`src/rtl/core/lpb_pkg.sv`:
```
// Shared types, codes and small arithmetic helpers of the layer pixel blend unit.
// Depends on nothing; the top level, lpb_csr and lpb_channel import it.
`timescale 1ns / 1ps

package lpb_pkg;

   // Number of register stages from the input register to the output register.
   localparam int NUM_STAGES = 9;

   // Unit-scaled 16-bit channel value that stands for 1.0.
   localparam logic [16:0] UNIT = 17'd65535;

   // Largest 8-bit channel or alpha value.
   localparam logic [7:0] CHAN_MAX = 8'd255;

   // Opacity in Q8 that stands for fully opaque.
   localparam logic [8:0] OPACITY_FULL = 9'd256;

   // Blend mode codes.
   localparam logic [3:0] MODE_NORMAL     = 4'd0;
   localparam logic [3:0] MODE_MULTIPLY   = 4'd1;
   localparam logic [3:0] MODE_SCREEN     = 4'd2;
   localparam logic [3:0] MODE_OVERLAY    = 4'd3;
   localparam logic [3:0] MODE_SOFT       = 4'd4;
   localparam logic [3:0] MODE_HARD       = 4'd5;
   localparam logic [3:0] MODE_DIFFERENCE = 4'd6;
   localparam logic [3:0] MODE_EXCLUSION  = 4'd7;
   localparam logic [3:0] MODE_DARKEN     = 4'd8;
   localparam logic [3:0] MODE_LIGHTEN    = 4'd9;
   localparam logic [3:0] MODE_DODGE      = 4'd10;
   localparam logic [3:0] MODE_BURN       = 4'd11;
   localparam logic [3:0] MODE_ADD        = 4'd12;
   localparam logic [3:0] MODE_SUBTRACT   = 4'd13;
   localparam logic [3:0] MODE_DIVIDE     = 4'd14;

   // Register indexes of the configuration port.
   localparam logic [1:0] REG_MODE_SEL      = 2'd0;
   localparam logic [1:0] REG_LAYER_OPACITY = 2'd1;
   localparam logic [1:0] REG_LAYER_ENABLE  = 2'd2;

   // Configuration register contents.
   typedef struct packed {
      logic [3:0] mode_sel;
      logic [8:0] layer_opacity;
      logic       layer_enable;
   } csr_type;

   // One request: destination pixel and source layer pixel.
   typedef struct packed {
      logic [7:0] dst_red;
      logic [7:0] dst_green;
      logic [7:0] dst_blue;
      logic [7:0] dst_alpha;
      logic [7:0] src_red;
      logic [7:0] src_green;
      logic [7:0] src_blue;
      logic [7:0] src_alpha;
   } pixel_pair_type;

   // One result pixel.
   typedef struct packed {
      logic [7:0] out_red;
      logic [7:0] out_green;
      logic [7:0] out_blue;
      logic [7:0] out_alpha;
      logic       pixel_changed;
   } result_type;

   // Truncating division by 255 for values up to 255*255.
   // x = 255*hi + (lo + hi), and lo + hi stays below twice 255.
   function automatic logic [7:0] div255(input logic [15:0] x);
      logic [7:0] q0;
      logic [8:0] r;
      q0 = x[15:8];
      r  = {1'b0, x[7:0]} + {1'b0, q0};
      return q0 + {7'd0, (r >= {1'b0, CHAN_MAX})};
   endfunction

endpackage

```
`src/rtl/core/lpb_csr.sv`:
```
// APB-style configuration registers of the layer pixel blend unit.
// Depends on lpb_pkg for register codes and the csr_type struct.
`timescale 1ns / 1ps

module lpb_csr (
   input  logic                clock,
   input  logic                reset,
   input  logic                psel,
   input  logic                penable,
   input  logic                pwrite,
   input  logic [3:0]          paddr,
   input  logic [31:0]         pwdata,
   output logic [31:0]         prdata,
   output logic                pready,
   output lpb_pkg::csr_type    csr
);
   import lpb_pkg::*;

   logic [3:0] mode_ff, mode_in;
   logic [8:0] opacity_ff, opacity_in;
   logic       enable_ff, enable_in;
   logic       wr_en;

   assign pready = 1'b1;
   assign wr_en  = psel && penable && pwrite;

   // Register write decode.
   always_comb begin
      mode_in    = mode_ff;
      opacity_in = opacity_ff;
      enable_in  = enable_ff;
      if (wr_en) begin
         unique case (paddr[3:2])
            REG_MODE_SEL:      mode_in    = pwdata[3:0];
            REG_LAYER_OPACITY: opacity_in = pwdata[8:0];
            REG_LAYER_ENABLE:  enable_in  = pwdata[0];
            default: ;
         endcase
      end
   end

   always_ff @(posedge clock) begin
      if (reset) begin
         mode_ff    <= MODE_NORMAL;
         opacity_ff <= OPACITY_FULL;
         enable_ff  <= 1'b1;
      end else begin
         mode_ff    <= mode_in;
         opacity_ff <= opacity_in;
         enable_ff  <= enable_in;
      end
   end

   // Read back.
   always_comb begin
      unique case (paddr[3:2])
         REG_MODE_SEL:      prdata = {28'd0, mode_ff};
         REG_LAYER_OPACITY: prdata = {23'd0, opacity_ff};
         REG_LAYER_ENABLE:  prdata = {31'd0, enable_ff};
         default:           prdata = 32'd0;
      endcase
   end

   assign csr.mode_sel      = mode_ff;
   assign csr.layer_opacity = opacity_ff;
   assign csr.layer_enable  = enable_ff;

endmodule

```
`config.mk`:
```
export PLATFORM = sky130hd
export DESIGN_NAME = lpb_csr
export DESIGN_NICKNAME = d
export VERILOG_FILES = /design/src/rtl/core/lpb_pkg.sv /design/src/rtl/core/lpb_csr.sv
export SDC_FILE = /design/constraint.sdc
export NUM_CORES = 1
export LEC_CHECK = 0
export BUFFER_PORTS_ARGS = -buffer_cell sky130_fd_sc_hd__clkbuf_2
export CAP_MARGIN = 30
export CORE_ASPECT_RATIO = 0.75
export CORE_MARGIN = 8
export CORE_UTILIZATION = 36
export DETAILED_ROUTE_END_ITERATION = 10
export HOLD_SLACK_MARGIN = 0.08
export PLACE_DENSITY = 0.79
export SLEW_MARGIN = 20
export SYNTH_ARGS = -nofsm -noshare
export SYNTH_HDL_FRONTEND = slang
export SYNTH_SLANG_ARGS = --single-unit
```
`constraint.sdc`:
```
create_clock -name clock -period 1 [get_ports clock]
set_input_delay 0.05 -clock clock [delete_from_list [all_inputs] [get_ports clock]]
set_output_delay 0.05 -clock clock [all_outputs]
set_load 0.01 [all_outputs]
```
Word-level counts from Yosys, hierarchy flattened:

Index checks and enable logic that the tools add are counted.

* bits in registers: 14
* input bits: 41
* output and inout bits: 47

* equality and inequality tests: 2
* mux-type cells: 1
* reductions and logical operators: 6

Operators by type and width (count)
* 9-bit one-hot mux with 3 select lines: 1
* 2-bit AND reduction: 3
* 2-bit by 1-bit == test with 1-bit output, second input constant: 1
* 2-bit == test, second input constant: 1
* 1-bit logical AND: 2
* 2-bit zero test: 1

Depth between registers and ports, before layout:

* word-level depth: 3
* gate-level depth with buffers: 4
* gate-level depth less buffers: 3

Worst setup path before layout:

Ideal clock, no wire load.

* path type: input -> register
* start point: input paddr[3]
* end point: register mode_ff[0]
* library setup time: 118 ps
* arrival time: 670 ps
* path slack: 212 ps
* stages: 3
* path through: buf_6 or3_4 mux2i_1

* cells in the longest elaborated chain, start to end: 2

Ends and longest elaborated chain
* from (decl): RTL line lpb_csr.sv:11 `input logic [3:0] paddr,`
* 2-bit zero test: RTL line lpb_csr.sv:33 `unique case (paddr[3:2])`
* 2-bit AND reduction (no line)
* to (signal assigned): RTL line lpb_csr.sv:48 `mode_ff <= mode_in;`
* to (decl): RTL line lpb_csr.sv:19 `logic [3:0] mode_ff, mode_in;`

No other way between the ends.
A chain may end at the register's enable or synchronous reset.

Final worst setup path:

* start point: register mode_ff[2]
* end point: output prdata[2]

* cells in the longest elaborated chain, start to end: 1

Ends and longest elaborated chain
* 9-bit one-hot mux with 3 select lines: RTL line lpb_csr.sv:56 `unique case (paddr[3:2])`
* to (decl): RTL line lpb_csr.sv:13 `output logic [31:0] prdata,`

No other way between the ends.

==> results.md <==
- Hold WS: between 0.1 and 0.15 ns
- MaxCap Viol Count: 0
- Number of global-route vias before repair: 760
- Pwr/cell area: a little over 900 nW/µm²
- Row count: 16
- Max frequency: 0.967 GHz
- CTS buffer count: 3
- Clk root buf: clkbuf_4
- Clk buf depth: 2
- Sw frac: about a quarter
- Syn_area_per_cell: between 8 and 9 µm²
- RSZ-0062 raised after global routing: true
- Total Wirelength: between 2000 and 2500 µm
- Area Overhead vs Synth: 37.4%
- Final ANT Viol Nets: 0
- Wire per inst: 11.7 µm
- Hold Crit Class: primary input to register
- NumNets Final: a little over 200
- Clock slew seen by the registers of the worst setup and hold paths: ~0.09 ns
- Sequential fraction of the synthesis area: between 20% and 30%
- Yosys warns: 0
- Initial DRC Count: 6
- Worst Setup End Kind: primary output
- Fin. Hold Viols: 0
- Crit-path max FO: 3
- Gpl congestion: around 0.73
- Remaining DRCs: 0
- Initial Utilization: a little under two fifths
- CP Data Required Time: 0.95 ns
- Main area contributors after synthesis: dfxtp_1 30%, buf_4 21%, mux2i_1 19%
- Commonest cells after routing, fill and taps aside: 36 x clkbuf_2, 24 x conb_1, 20 x nand2b_1
- Pre-antenna DRT Iters: 4
- Setup CP Type: register to primary output
- Clock skew: 0 ns
- Synth unique cells: 17
- Worst Path Arrival: about 1 ns
- Ant diodes: 0
- First-pass GRT wire length: roughly 3500 µm
- Startpoint Class: register
- Design internal power: around 0.89 mW
- Final worst path period need: a little over 1 ns
- Io pins: between 80 and 90
- Initial antenna violation count: 0
- Yosys reg bits: 14
- Global-route congestion overflow total: 0
- DR vias: around 800
- Finished Cell Area: roughly 1300 µm²
- DP HPWL: roughly 1700 µm
- Max IR drop VDD: between 0.7 and 0.8 mV
- Outcome: finished with violations
- Switching power: ~0.32 mW
- Yosys top cell area share: 29.7%
- Sink Count: 14
- Worst skew pair latency: about 0.28 ns
- Vias per std cell: about 4.0
- Clock group share of total power: between 30 and 40%
- Leakage: 0.662 nW
- Cell area after synthesis: about 940 µm²
- H-tree depth: 1
- Die area: 4540 µm²
- CTS tree: built
- Placed cell area: between 1000 and 1500 µm²
- Total Routing Usage GR: 9.74%
- Die H: around 60 µm
- Reg power frac: 47.1%
- Failing checks: negative setup slack
- Number of port buffers: 38
- Layout cells sized above 1: about 43%
- Max Slew Vio Count: 0
- Fillers: roughly 250
- Fin util: between 50% and 60%
- Endpoints failing setup: 2
- Largest net degree at the start of global routing: 25
- Final WS setup: -0.0343 ns
- Area leader, netlist: dfxtp_1
- Core Area: between 2000 and 3000 µm²
- Combinational share of power: between 10% and 20%
- Final Power: 1.21 mW
- Synth Instances: around 110
- Die extent in x: approximately 75 µm
- Commonest non-fill, non-tap cell in the layout: clkbuf_2
- Fin crit share: 103%
-- worst max-delay path: stages, from the launching register on --
cell      delay, ns
dfxtp_2        0.35
mux2i_1        0.18
nor2_1         0.06
clkbuf_2       0.12
-- power groups by stage --
stage / combinational [mW] / sequential (mW) / clock, mW
CTS: 0.220 / 0.570 / 0.427
global route: 0.248 / 0.572 / 0.454
finish: 0.227 / 0.570 / 0.414
global placement: 0.187 / 0.583 / 0
detailed placement: 0.189 / 0.583 / 0
floorplan: 0.191 / 0.585 / 0
-- what timing repair did --
action | CTS | global route
gates resized for setup | 9 | 5
setup buffers | 2 | 5
hold buffers | 9 | 0
endpoints found under the setup margin | 4 | 6
endpoints found under the hold margin | 14 | 0
-- final timing paths --
kind	from	end	slack, ns	cells past startpoint
worst min register to register	opacity_ff[5]	opacity_ff[5]	0.49	2
worst max register to register	opacity_ff[1]	opacity_ff[1]	0.30	3
worst max-delay path	mode_ff[2]	prdata[2]	-0.03	3
worst min-delay path	penable	opacity_ff[2]	0.11	3
-- cell families (layout without fill, tap and decap cells) --
logic type      Yosys count  in the layout  synth area share [%]
buf+inv                  30             67                  23.8
flops                    14             14                  29.7
mux                      18             18                  19.1
simple gates             40             40                  26.1
other cells               2             24                 0.795
compound gates            1              1                 0.529
-- layer usage --
metal	wire (µm)	vias up	part of all wire [%]	GRT usage, %
met5	0	-	0	0
met1	996	350	43	12.0
li1	-	405	-	-
met4	11	0	0.47	3.81
met2	1050	39	45	14.7
met3	275	2	12	3.96
-- cells in the mapped netlist (all sizes together) --
library cell  instances
and2                  5
buf                  28
clkbuf                2
conb                  2
dfxtp                14
mux2i                18
nand2b               20
nand3                 1
nand3b                1
nand4                 1
nor2                  7
nor2b                 1
nor3                  1
nor3b                 2
o21ai                 1
or3                   1
-- state kept, by name, indices dropped and copies added, names as in the netlist --
signal      count
opacity_ff      9
mode_ff         4
enable_ff       1
-- through the flow --
stage	setup WS, ns	setup TNS, ns	cells
after detailed placement	-0.0325	-0.146	180
after CTS	-0.0135	-0.0135	195
after global routing	-0.105	-0.225	200
final	-0.0343	-0.0351	200
after global placement	-0.0189	-0.107	180
after floorplan	0.212	0	127
-- area by class of cell --
type	count	area, µm²	share of cell area, %
Timing Repair Buffer	63	400	30.9
Tap cell	36	45.0	3.47
Multi-Input combinational cell	83	522	40.2
Sequential cell	14	294	22.7
Clock buffer	4	36.3	2.80
(Power assumes the default switching activity.)
