**config.mk**
```make
export PLATFORM = sky130hd
export DESIGN_NAME = lpb_channel
export DESIGN_NICKNAME = d
export VERILOG_FILES = /design/src/rtl/core/lpb_pkg.sv /design/src/rtl/core/lpb_channel.sv
export SDC_FILE = /design/constraint.sdc
export NUM_CORES = 2
export LEC_CHECK = 0
export BUFFER_PORTS_ARGS = -buffer_cell sky130_fd_sc_hd__clkbuf_2
export CAP_MARGIN = 20
export CORE_ASPECT_RATIO = 0.9
export CORE_UTILIZATION = 65
export CTS_BUF_LIST = sky130_fd_sc_hd__clkbuf_4 sky130_fd_sc_hd__clkbuf_8
export DETAILED_ROUTE_END_ITERATION = 12
export PLACE_DENSITY = 0.8
export SETUP_SLACK_MARGIN = 0.5
export SLEW_MARGIN = 20
export SYNTH_ARGS = -nofsm -noshare
export SYNTH_HDL_FRONTEND = slang
export SYNTH_SLANG_ARGS = --single-unit
```
**constraint.sdc**
```tcl
create_clock -name clock -period 10 [get_ports clock]
set_input_delay 1 -clock clock [delete_from_list [all_inputs] [get_ports clock]]
set_output_delay 1 -clock clock [all_outputs]
set_load 0.005 [all_outputs]
```
**src/rtl/core/lpb_pkg.sv**
```systemverilog
// Shared types, codes and small arithmetic helpers of the layer pixel blend unit.
// Depends on nothing; the top level, lpb_csr and lpb_channel import it.
`timescale 1ns / 1ps

package lpb_pkg;

   // Number of register stages from the input register to the output register.
   localparam int NUM_STAGES = 9;

   // Unit-scaled 16-bit channel value that stands for 1.0.
   localparam logic [16:0] UNIT = 17'd65535;

   // Largest 8-bit channel or alpha value.
   localparam logic [7:0] CHAN_MAX = 8'd255;

   // Opacity in Q8 that stands for fully opaque.
   localparam logic [8:0] OPACITY_FULL = 9'd256;

   // Blend mode codes.
   localparam logic [3:0] MODE_NORMAL     = 4'd0;
   localparam logic [3:0] MODE_MULTIPLY   = 4'd1;
   localparam logic [3:0] MODE_SCREEN     = 4'd2;
   localparam logic [3:0] MODE_OVERLAY    = 4'd3;
   localparam logic [3:0] MODE_SOFT       = 4'd4;
   localparam logic [3:0] MODE_HARD       = 4'd5;
   localparam logic [3:0] MODE_DIFFERENCE = 4'd6;
   localparam logic [3:0] MODE_EXCLUSION  = 4'd7;
   localparam logic [3:0] MODE_DARKEN     = 4'd8;
   localparam logic [3:0] MODE_LIGHTEN    = 4'd9;
   localparam logic [3:0] MODE_DODGE      = 4'd10;
   localparam logic [3:0] MODE_BURN       = 4'd11;
   localparam logic [3:0] MODE_ADD        = 4'd12;
   localparam logic [3:0] MODE_SUBTRACT   = 4'd13;
   localparam logic [3:0] MODE_DIVIDE     = 4'd14;

   // Register indexes of the configuration port.
   localparam logic [1:0] REG_MODE_SEL      = 2'd0;
   localparam logic [1:0] REG_LAYER_OPACITY = 2'd1;
   localparam logic [1:0] REG_LAYER_ENABLE  = 2'd2;

   // Configuration register contents.
   typedef struct packed {
      logic [3:0] mode_sel;
      logic [8:0] layer_opacity;
      logic       layer_enable;
   } csr_type;

   // One request: destination pixel and source layer pixel.
   typedef struct packed {
      logic [7:0] dst_red;
      logic [7:0] dst_green;
      logic [7:0] dst_blue;
      logic [7:0] dst_alpha;
      logic [7:0] src_red;
      logic [7:0] src_green;
      logic [7:0] src_blue;
      logic [7:0] src_alpha;
   } pixel_pair_type;

   // One result pixel.
   typedef struct packed {
      logic [7:0] out_red;
      logic [7:0] out_green;
      logic [7:0] out_blue;
      logic [7:0] out_alpha;
      logic       pixel_changed;
   } result_type;

   // Truncating division by 255 for values up to 255*255.
   // x = 255*hi + (lo + hi), and lo + hi stays below twice 255.
   function automatic logic [7:0] div255(input logic [15:0] x);
      logic [7:0] q0;
      logic [8:0] r;
      q0 = x[15:8];
      r  = {1'b0, x[7:0]} + {1'b0, q0};
      return q0 + {7'd0, (r >= {1'b0, CHAN_MAX})};
   endfunction

endpackage

```
**src/rtl/core/lpb_channel.sv**
```systemverilog
// Blend pipeline for one color channel: mode math, divider, clamp and alpha mix.
// Depends on lpb_pkg; stage loads are driven by the top level's advance vector.
`timescale 1ns / 1ps

module lpb_channel (
   input  logic                          clock,
   input  logic [lpb_pkg::NUM_STAGES:1]  adv,
   input  logic [3:0]                    mode_sel,
   input  logic [7:0]                    dst_s1,
   input  logic [7:0]                    src_s1,
   input  logic [7:0]                    alpha_s7,
   output logic [7:0]                    mix_out
);
   import lpb_pkg::*;

   localparam logic signed [18:0] UNIT_R = 19'sd65535;

   // Divider state: partial remainder, numerator bits being replaced by quotient bits.
   typedef struct packed {
      logic [7:0]  rem;
      logic [15:0] nq;
      logic [7:0]  den;
      logic        sat;
      logic        guard;
      logic        gval;
   } div_type;

   // Truncating division by 65535 for values below 2**33.
   function automatic logic [17:0] div_unit(input logic [33:0] x);
      logic [17:0] q0;
      logic [18:0] r;
      logic [2:0]  q1;
      logic [16:0] r2;
      q0 = x[33:16];
      r  = {3'd0, x[15:0]} + {1'b0, q0};
      q1 = r[18:16];
      r2 = {1'b0, r[15:0]} + {14'd0, q1};
      return q0 + {15'd0, q1} + {17'd0, (r2 >= UNIT)};
   endfunction

   // Truncating division by 257 for 16-bit values.
   function automatic logic [7:0] div257(input logic [15:0] r);
      logic [7:0] q0;
      q0 = r[15:8];
      return (r[7:0] < q0) ? q0 - 8'd1 : q0;
   endfunction

   // Four restoring division steps.
   function automatic div_type div4(input div_type dv);
      div_type    o;
      logic [8:0] t;
      o = dv;
      for (int i = 0; i < 4; i++) begin
         t = {o.rem, o.nq[15]};
         if (t >= {1'b0, o.den}) begin
            o.rem = 8'(t - {1'b0, o.den});
            o.nq  = {o.nq[14:0], 1'b1};
         end else begin
            o.rem = t[7:0];
            o.nq  = {o.nq[14:0], 1'b0};
         end
      end
      return o;
   endfunction

   // ---------------- Stage 2: products and divider setup ----------------
   logic [16:0]        d1, s1, dn1, sn1, x2;
   logic [15:0]        y2;
   logic               inv2_in;
   logic [7:0]         num_hi, den2;
   logic [23:0]        num2;
   div_type            dv2_in;
   logic [7:0]         dst2_ff, src2_ff;
   logic [32:0]        p2_ff, p2_in;
   logic [31:0]        pdd2_ff, pdd2_in;
   logic signed [17:0] f2_ff, f2_in;
   logic               inv2_ff;
   div_type            dv2_ff;

   always_comb begin
      d1  = {1'b0, dst_s1, dst_s1};
      s1  = {1'b0, src_s1, src_s1};
      dn1 = UNIT - d1;
      sn1 = UNIT - s1;
      x2      = 17'd0;
      y2      = 16'd0;
      inv2_in = 1'b0;
      case (mode_sel)
         MODE_MULTIPLY: begin
            x2 = d1;
            y2 = s1[15:0];
         end
         MODE_SCREEN: begin
            x2      = dn1;
            y2      = sn1[15:0];
            inv2_in = 1'b1;
         end
         MODE_OVERLAY: begin
            if ({d1[15:0], 1'b0} < UNIT) begin
               x2 = {d1[15:0], 1'b0};
               y2 = s1[15:0];
            end else begin
               x2      = {dn1[15:0], 1'b0};
               y2      = sn1[15:0];
               inv2_in = 1'b1;
            end
         end
         MODE_HARD: begin
            if ({s1[15:0], 1'b0} < UNIT) begin
               x2 = {d1[15:0], 1'b0};
               y2 = s1[15:0];
            end else begin
               x2      = {dn1[15:0], 1'b0};
               y2      = sn1[15:0];
               inv2_in = 1'b1;
            end
         end
         MODE_EXCLUSION: begin
            x2 = {d1[15:0], 1'b0};
            y2 = s1[15:0];
         end
         default: ;
      endcase
      p2_in   = 33'(x2) * 33'(y2);
      pdd2_in = 32'(d1[15:0]) * 32'(d1[15:0]);
      f2_in   = $signed({1'b0, s1[15:0], 1'b0}) - $signed({1'b0, UNIT});

      // Dodge, burn and divide reduce to an 8-bit divisor since both scales are 257.
      num_hi       = 8'd0;
      den2         = 8'd1;
      dv2_in.guard = 1'b0;
      dv2_in.gval  = 1'b0;
      case (mode_sel)
         MODE_DODGE: begin
            num_hi       = dst_s1;
            den2         = CHAN_MAX - src_s1;
            dv2_in.guard = (src_s1 == CHAN_MAX);
            dv2_in.gval  = (dst_s1 != 8'd0);
         end
         MODE_BURN: begin
            num_hi       = CHAN_MAX - dst_s1;
            den2         = src_s1;
            dv2_in.guard = (src_s1 == 8'd0);
            dv2_in.gval  = (dst_s1 == CHAN_MAX);
         end
         MODE_DIVIDE: begin
            num_hi       = dst_s1;
            den2         = src_s1;
            dv2_in.guard = (src_s1 == 8'd0);
            dv2_in.gval  = (dst_s1 != 8'd0);
         end
         default: ;
      endcase
      num2       = {num_hi, 16'd0} - {16'd0, num_hi};
      dv2_in.rem = num2[23:16];
      dv2_in.nq  = num2[15:0];
      dv2_in.den = den2;
      dv2_in.sat = (num2[23:16] >= den2);
   end

   always_ff @(posedge clock) begin
      if (adv[2]) begin
         dst2_ff <= dst_s1;
         src2_ff <= src_s1;
         p2_ff   <= p2_in;
         pdd2_ff <= pdd2_in;
         f2_ff   <= f2_in;
         inv2_ff <= inv2_in;
         dv2_ff  <= dv2_in;
      end
   end

   // ---------------- Stage 3: reduce products, first divider steps ----------------
   logic [17:0] m3_ff, m3_in, mdd3, e3_full;
   logic [14:0] e3_ff, e3_in;
   logic [15:0] fmag3_ff, fmag3_in;
   logic        fneg3_ff, inv3_ff;
   logic [7:0]  dst3_ff, src3_ff;
   div_type     dv3_ff, dv3_in;

   always_comb begin
      m3_in    = div_unit({1'b0, p2_ff});
      mdd3     = div_unit({2'd0, pdd2_ff});
      e3_full  = {2'd0, dst2_ff, dst2_ff} - mdd3;
      e3_in    = e3_full[14:0];
      fmag3_in = f2_ff[17] ? 16'(-f2_ff) : f2_ff[15:0];
      dv3_in   = div4(dv2_ff);
   end

   always_ff @(posedge clock) begin
      if (adv[3]) begin
         dst3_ff  <= dst2_ff;
         src3_ff  <= src2_ff;
         m3_ff    <= m3_in;
         e3_ff    <= e3_in;
         fmag3_ff <= fmag3_in;
         fneg3_ff <= f2_ff[17];
         inv3_ff  <= inv2_ff;
         dv3_ff   <= dv3_in;
      end
   end

   // ---------------- Stage 4: soft light product ----------------
   logic [30:0] ps4_ff, ps4_in;
   logic [17:0] m4_ff;
   logic        fneg4_ff, inv4_ff;
   logic [7:0]  dst4_ff, src4_ff;
   div_type     dv4_ff, dv4_in;

   always_comb begin
      ps4_in = 31'(fmag3_ff) * 31'(e3_ff);
      dv4_in = div4(dv3_ff);
   end

   always_ff @(posedge clock) begin
      if (adv[4]) begin
         dst4_ff  <= dst3_ff;
         src4_ff  <= src3_ff;
         m4_ff    <= m3_ff;
         ps4_ff   <= ps4_in;
         fneg4_ff <= fneg3_ff;
         inv4_ff  <= inv3_ff;
         dv4_ff   <= dv4_in;
      end
   end

   // ---------------- Stage 5: reduce soft light product ----------------
   // The reduced magnitude reaches 16384, so it keeps fifteen bits.
   logic [17:0]        ms5;
   logic signed [15:0] msoft5_ff, msoft5_in;
   logic [17:0]        m5_ff;
   logic               inv5_ff;
   logic [7:0]         dst5_ff, src5_ff;
   div_type            dv5_ff, dv5_in;

   always_comb begin
      ms5       = div_unit({3'd0, ps4_ff});
      msoft5_in = fneg4_ff ? -$signed({1'b0, ms5[14:0]}) : $signed({1'b0, ms5[14:0]});
      dv5_in    = div4(dv4_ff);
   end

   always_ff @(posedge clock) begin
      if (adv[5]) begin
         dst5_ff   <= dst4_ff;
         src5_ff   <= src4_ff;
         m5_ff     <= m4_ff;
         msoft5_ff <= msoft5_in;
         inv5_ff   <= inv4_ff;
         dv5_ff    <= dv5_in;
      end
   end

   // ---------------- Stage 6: last divider steps and mode select ----------------
   div_type            dv6;
   logic signed [18:0] dr, sr, mr, qr, gr, r6_in, r6_ff;
   logic [7:0]         dst6_ff;

   always_comb begin
      dv6 = div4(dv5_ff);
      dr  = $signed({3'd0, dst5_ff, dst5_ff});
      sr  = $signed({3'd0, src5_ff, src5_ff});
      mr  = $signed({1'b0, m5_ff});
      qr  = $signed({3'd0, dv6.nq});
      gr  = dv5_ff.gval ? UNIT_R : 19'sd0;
      case (mode_sel) inside
         MODE_MULTIPLY, MODE_SCREEN, MODE_OVERLAY, MODE_HARD:
            r6_in = inv5_ff ? UNIT_R - mr : mr;
         MODE_SOFT:       r6_in = dr + 19'(msoft5_ff);
         MODE_DIFFERENCE: r6_in = (dr > sr) ? dr - sr : sr - dr;
         MODE_EXCLUSION:  r6_in = dr + sr - mr;
         MODE_DARKEN:     r6_in = (dr < sr) ? dr : sr;
         MODE_LIGHTEN:    r6_in = (dr > sr) ? dr : sr;
         MODE_DODGE, MODE_DIVIDE:
            r6_in = dv5_ff.guard ? gr : (dv5_ff.sat ? UNIT_R : qr);
         MODE_BURN:
            r6_in = dv5_ff.guard ? gr : (dv5_ff.sat ? 19'sd0 : UNIT_R - qr);
         MODE_ADD:        r6_in = dr + sr;
         MODE_SUBTRACT:   r6_in = dr - sr;
         default:         r6_in = sr;
      endcase
   end

   always_ff @(posedge clock) begin
      if (adv[6]) begin
         dst6_ff <= dst5_ff;
         r6_ff   <= r6_in;
      end
   end

   // ---------------- Stage 7: clamp and scale to 8 bits ----------------
   logic [15:0] c7;
   logic [7:0]  b7_ff, b7_in, dst7_ff;

   always_comb begin
      if (r6_ff < 19'sd0) begin
         c7 = 16'd0;
      end else if (r6_ff > UNIT_R) begin
         c7 = UNIT[15:0];
      end else begin
         c7 = r6_ff[15:0];
      end
      b7_in = div257(c7);
   end

   always_ff @(posedge clock) begin
      if (adv[7]) begin
         dst7_ff <= dst6_ff;
         b7_ff   <= b7_in;
      end
   end

   // ---------------- Stage 8: alpha mix products ----------------
   logic [15:0] mix8_ff, mix8_in;

   assign mix8_in = 16'(b7_ff) * 16'(alpha_s7)
                  + 16'(dst7_ff) * 16'(CHAN_MAX - alpha_s7);

   always_ff @(posedge clock) begin
      if (adv[8]) begin
         mix8_ff <= mix8_in;
      end
   end

   assign mix_out = div255(mix8_ff);

endmodule
```
# After elaboration in Yosys (flattened, before gate mapping)
# Cells that the tools add are included.
[op_classes]
muxes = 52
n_lt_le_gt_ge = 28
addsub = 48
n_reduce_logical = 6
n_eq_ne = 16
mul = 5
[op_table]
columns = ["op", "count"]
rows = [
  ["$mux 24", 15],
  ["$mux 19", 14],
  ["$mux 16", 10],
  ["$ge 9x8->1", 16],
  ["$sub 8x8->8", 15],
  ["$pmux 17 s5", 1],
  ["$pmux 16 s4", 1],
  ["$add 15x1->15", 4],
  ["$ge 17x16->1 const B", 3],
  ["$add 16x1->17", 2],
  ["$add 16x16->17", 2],
  ["$lt 17x16->1 const B", 2],
  ["$mux 17", 2],
  ["$sub 16x16->17", 2],
  ["$sub 16x16->17 const A", 2],
  ["$mul 17x16->33", 1],
  ["$mul 16x16->32", 1],
  ["$pmux 8 s2", 2],
  ["$mul 16x15->31", 1],
  ["$eq 4x4->1 const B", 7],
  ["$sub 24x8->24", 1],
  ["$gt 19x17->1 const B", 1],
  ["$lt 19x1->1 const B", 1],
  ["$sub 16x18->19 const A", 1],
  ["other kinds (38)", 48],
]
[word_totals]
out_inout_bits = 8
inputBits = 38
ff_bits = 484
word_cells = 209

# Logic depth before layout (Yosys ltp)
[logic_depth]
word_depth = 19
mapped_depth = 42
ltp_nobuf = 40

# Least setup slack after synthesis
# Ideal clock, no wire load.
[synth_path]
kind = "reg2reg"
startpoint = "reg dv5_ff[4] (netlist bit)"
endpoint = "reg r6_ff[0] (data pin)"
synth_period_minus_slack_ns = 8.785
setup_ns = 0.261
required_time_ns = 9.739
slack_ns = 1.215
arrival_time_ns = 8.524
n_path_buf = 3
path_stages_with_launch = 41
cell_sequence = "edfxtp_1 inv_1 ha_1 nor2b_1 o31a_1 o21ai_1 a21o_1 clkbuf_1 nand2_1 o21ai_0 ha_1 nor2b_1 o31a_1 o31ai_1 a31oi_1 nor4_2 nand2_1 clkbuf_1 [5 not listed] nand2b_1 a21o_1 a21oi_1 o21ai_0 a22oi_1 clkbuf_1 nand2_1 o21ai_0 ha_1 a21o_1 a21o_1 a211oi_1 o21bai_1 a21o_1 a211oi_1 or4b_1 and3_1 o32a_1"
[synth_between]
elab_chain_len = 19
word_cells_on_any_way = 24
cone_classes = "4 x add/sub; 4 x order compare; 16 x mux"
[synth_rtl]
columns = ["element", "line", "source"]
rows = [
  ["start, declared", "lpb_channel.sv:234", "div_type dv5_ff, dv5_in;"],
  ["start signal, assigned", "lpb_channel.sv:249", "dv5_ff <= dv5_in;"],
  ["$sub 8x8->8 or $ge 9x8->1 (tied branches)", "lpb_channel.sv:56, lpb_channel.sv:55", ""],
  ["$mux 24", "lpb_channel.sv:55", "if (t >= {1'b0, o.den}) begin"],
  ["$sub 8x8->8 or $ge 9x8->1 (tied branches)", "lpb_channel.sv:56, lpb_channel.sv:55", ""],
  ["$mux 24", "lpb_channel.sv:55", ""],
  ["$sub 8x8->8 or $ge 9x8->1 (tied branches)", "lpb_channel.sv:56, lpb_channel.sv:55", ""],
  ["$mux 24", "lpb_channel.sv:55", ""],
  ["$ge 9x8->1 (*)", "lpb_channel.sv:55", ""],
  ["$mux 1 (*)", "lpb_channel.sv:55", ""],
  ["$sub 16x16->17", "lpb_channel.sv:276", "r6_in = dv5_ff.guard ? gr : (dv5_ff.sat ? 19'sd0 : UNIT_R - qr);"],
  ["$mux 19 (2 in series)", "lpb_channel.sv:276", ""],
  ["$mux 19", "lpb_channel.sv:265", "case (mode_sel) inside"],
  ["$mux 19 (*) (7 in series)", "lpb_channel.sv:265", ""],
  ["via r6_in[0]", "lpb_channel.sv:255", "logic signed [18:0] dr, sr, mr, qr, gr, r6_in, r6_ff;"],
  ["end signal, assigned", "lpb_channel.sv:286", "r6_ff <= r6_in;"],
  ["end, declared", "lpb_channel.sv:255", ""],
]
# The timed path passes the listed nets; every way through them passes the cells marked *.
# A chain may end at the register's enable or synchronous reset.

==> impl_metrics.py <==
metrics = {
    "worst_setup_path": {
        "max_stage_delay_ns": 0.45,
        "critical_path_arrival_ns": 9.42,
        "end_kind": "flip-flop",
        "cp_max_fo": 10,
        "worstSetupPathType": "flip-flop to flip-flop",
        "cp_slowest_cell": "edfxtp_1",
        "worst_setup_path_start_kind": "flip-flop",
        "worstPathRequired_ns": 10.40,
    },
    "job": {
        "cap_violations": 0,
    },
    "sta": {
        "finalSetupViolCount": 0,
        "period_minus_slack_ns": 9.018,
        "rsz0062_at_grt": "no",
        "worstMarginPinSlew_ns": 1.074,
        "hold_viol_final": 0,
        "relSlewSlack": 0.2842,
        "hold_slack_ns": 0.3835,
        "finalClockSkew_ns": 0.04789,
        "fin_crit_sh": 0.9018,
        "fmax_ghz": 0.1109,
        "fin_ws_ns": 0.9815,
        "final_max_slew_viol_count": 0,
        "setup_tns_ns": 0,
    },
    "route": {
        "vias": 41770,
        "via_per_inst": 6.032,
        "drtIter0Drc": 3802,
        "drtPass1Iterations": 8,
        "finalWirelength_um": 145500,
        "drtAntennaViolNets": 0,
        "drc": 0,
        "wl_per_cell_um": 21.02,
    },
    "clock_tree": {
        "clock-root-buffer": "clkbuf_8",
        "htree_levels": 3,
        "ctsHoldBuffers": 0,
        "cts_buffers": 80,
        "clk_latency_ns": 0.69,
        "cts_buffer_depth": 3,
        "cts_tree": "built",
        "clkSlewWorstSetupHoldPaths_ns": 0.06,
        "numClockSinks": 456,
    },
    "floorplanning": {
        "coreArea_um2": 84540,
        "die_w_um": 310.4,
        "dieArea_um2": 86790,
        "rows": 101,
        "die_h_um": 279.6,
        "initial_core_util": 0.6583,
        "num_io_pins": 46,
    },
    "synth": {
        "async_flop_share": 0,
        "syn_nets": 6961,
        "synth_top_area_frac": 0.2461,
        "ys_types": 97,
        "synth_warnings": 0,
        "synthCells": 5648,
        "synth-compound-area-share": 0.1223,
        "synth_xor_area_frac": 0.06248,
        "synth_edf_count": 456,
        "synth.area.top_cells": "edfxtp_1 25%, fa_1 21%, ha_1 16%",
        "synth_top_family_by_area": "adder cells",
        "ys.flop_type": "edfxtp_1",
        "yosysTopAreaCell": "edfxtp_1",
        "synthAdderAreaFrac": 0.3654,
        "synth-simple-area-share": 0.1128,
        "syn_area_um2": 55650,
        "synth_seq_area_share": 0.2461,
        "synthMuxAreaShare": 0.01898,
        "synth_seq_cells": 456,
        "avgSynthCellArea_um2": 9.853,
    },
    "layout": {
        "layout.cells.non_filler": 6925,
        "synthToLayoutAreaGrowth_pct": 6.032,
        "finalNetCount": 7041,
        "drive_gt1_frac": 0.06373,
        "nFillCells": 6281,
    },
    "placed_design": {
        "dp_cells": 6762,
        "dp_slack_ns": 0.2694,
        "place.gp.congestion": 1.040,
        "hpwl_um": 117900,
        "port_buffers": 43,
    },
    "global_routing": {
        "antenna_found_initial": 4,
        "grt_max_degree": 82,
        "gr-usage-all-layers": 0.3418,
        "grt_pass1_wl_um": 227800,
        "overflow": 0,
        "grt_pass1_vias": 42160,
    },
    "worst_hold_path": {
        "hp-class": "flip-flop to flip-flop",
    },
    "status": {
        "status": "complete, no violations",
    },
}
==> final cells by class <==
cell class | count | area (um^2) | share of cell area
diodes | 2 | 5.005 | 0.00008482
clock inverters | 40 | 292.8 | 0.004962
flip-flops and latches | 456 | 13690 | 0.2321
inverters | 946 | 3562 | 0.06037
repair buffers | 110 | 728.2 | 0.01234
well taps | 1133 | 1418 | 0.02402
multi-input cells | 4134 | 38010 | 0.6441
clock buffers | 104 | 1300 | 0.02203
==> flip-flops by register name, summed over array words and instances (netlist names), 15 cells and up <==
register,flops
mix8_ff,16
ps4_ff,31
m3_ff,18
pdd2_ff,30
m5_ff,18
dv4_ff,35
dv2_ff,34
dv3_ff,35
m4_ff,18
msoft5_ff,16
r6_ff,19
p2_ff,33
dv5_ff,35
e3_ff,15
==> metrics by stage <==
step / utilization / area [um^2]
floorplan: - / 55650
global placement: 0.6769 / 57230
detailed placement: 0.6769 / 57230
CTS: 0.6957 / 58820
global route: 0.6980 / 59010
finish: 0.6980 / 59010
==> synth_stat cells (13+ instances only) <==
| master | number |
|---|---|
| inv_1 | 938 |
| ha_1 | 691 |
| fa_1 | 584 |
| edfxtp_1 | 456 |
| nand2_1 | 423 |
| a21oi_1 | 304 |
| nor2_1 | 282 |
| xnor2_1 | 264 |
| o21ai_0 | 230 |
| xor2_1 | 133 |
| nand3_1 | 97 |
| and2_1 | 95 |
| nor3_1 | 94 |
| clkbuf_1 | 93 |
| a21o_1 | 88 |
| nor2b_1 | 83 |
| nand2b_1 | 74 |
| o21bai_1 | 64 |
| mux2_2 | 56 |
| o21a_1 | 51 |
| a31oi_1 | 42 |
| o211ai_1 | 38 |
| nand4_1 | 34 |
| mux2i_1 | 32 |
| or3_1 | 25 |
| a211oi_1 | 24 |
| or2_2 | 23 |
| and3_1 | 22 |
| o22ai_1 | 21 |
| o31ai_1 | 20 |
| nor4_1 | 18 |
| a21boi_0 | 14 |
| a211o_1 | 13 |
==> placed cells by master (no fill, tap or decap), drive strengths merged, types with 71 or more instances in the layout <==
cell type	n
nand3	97
fa	584
edfxtp	456
nor3	94
and2	95
nand2b	74
nand2	424
xor2	133
o21ai	242
inv	938
buf	71
xnor2	264
clkbuf	143
nor2b	83
nor2	284
a21oi	306
ha	691
a21o	89
==> cells by family (layout without fill, tap and decap cells) <==
| family | after synthesis | after routing |
|---|---|---|
| compound gates | 1056 | 1056 |
| xor+xnor | 397 | 397 |
| mux | 95 | 95 |
| fa+ha+maj | 1275 | 1275 |
| simple gates | 1310 | 1310 |
| other cells | 1 | 3 |
| flops | 456 | 456 |
| buf+inv | 1058 | 1200 |
==> repair_timing <==
item,4_1_cts,5_1_grt
buffers inserted,0,17
resized for setup,2,19
pin swaps,0,4
setup endpoints to repair,1,28
==> layer usage <==
| layer | vias up | routed length, um | track usage |
|---|---|---|---|
| met4 | 4 | 5289 | 0.1157 |
| met3 | 338 | 12280 | 0.05727 |
| met2 | 1795 | 67860 | 0.5535 |
| met1 | 20310 | 60090 | 0.4673 |
| met5 | - | 21 | 0 |
| li1 | 19320 | - | - |
==> worst max-delay path, delay by kind of cell, from the launching register on <==
kind	cells	cell delay (ns)
compound gates	18	3.34
fa+ha+maj	4	1.22
buf+inv	4	0.74
flops	1	0.45
mux	4	1.40
simple gates	9	1.55
==> path summary, 6_finish.rpt <==
path | from | to | slack [ns] | cells past startpoint
setup / recovery | dv2_ff[4] | dv3_ff[34] | 0.98 | 39
hold / removal | m4_ff[1] | m5_ff[1] | 0.38 | 0
setup reg to reg | dv2_ff[4] | dv3_ff[34] | 0.98 | 39
hold reg to reg | m4_ff[1] | m5_ff[1] | 0.38 | 0
Power is not shown: default switching activity piles up to over one toggle a cycle in this logic, so the estimate is an artifact.
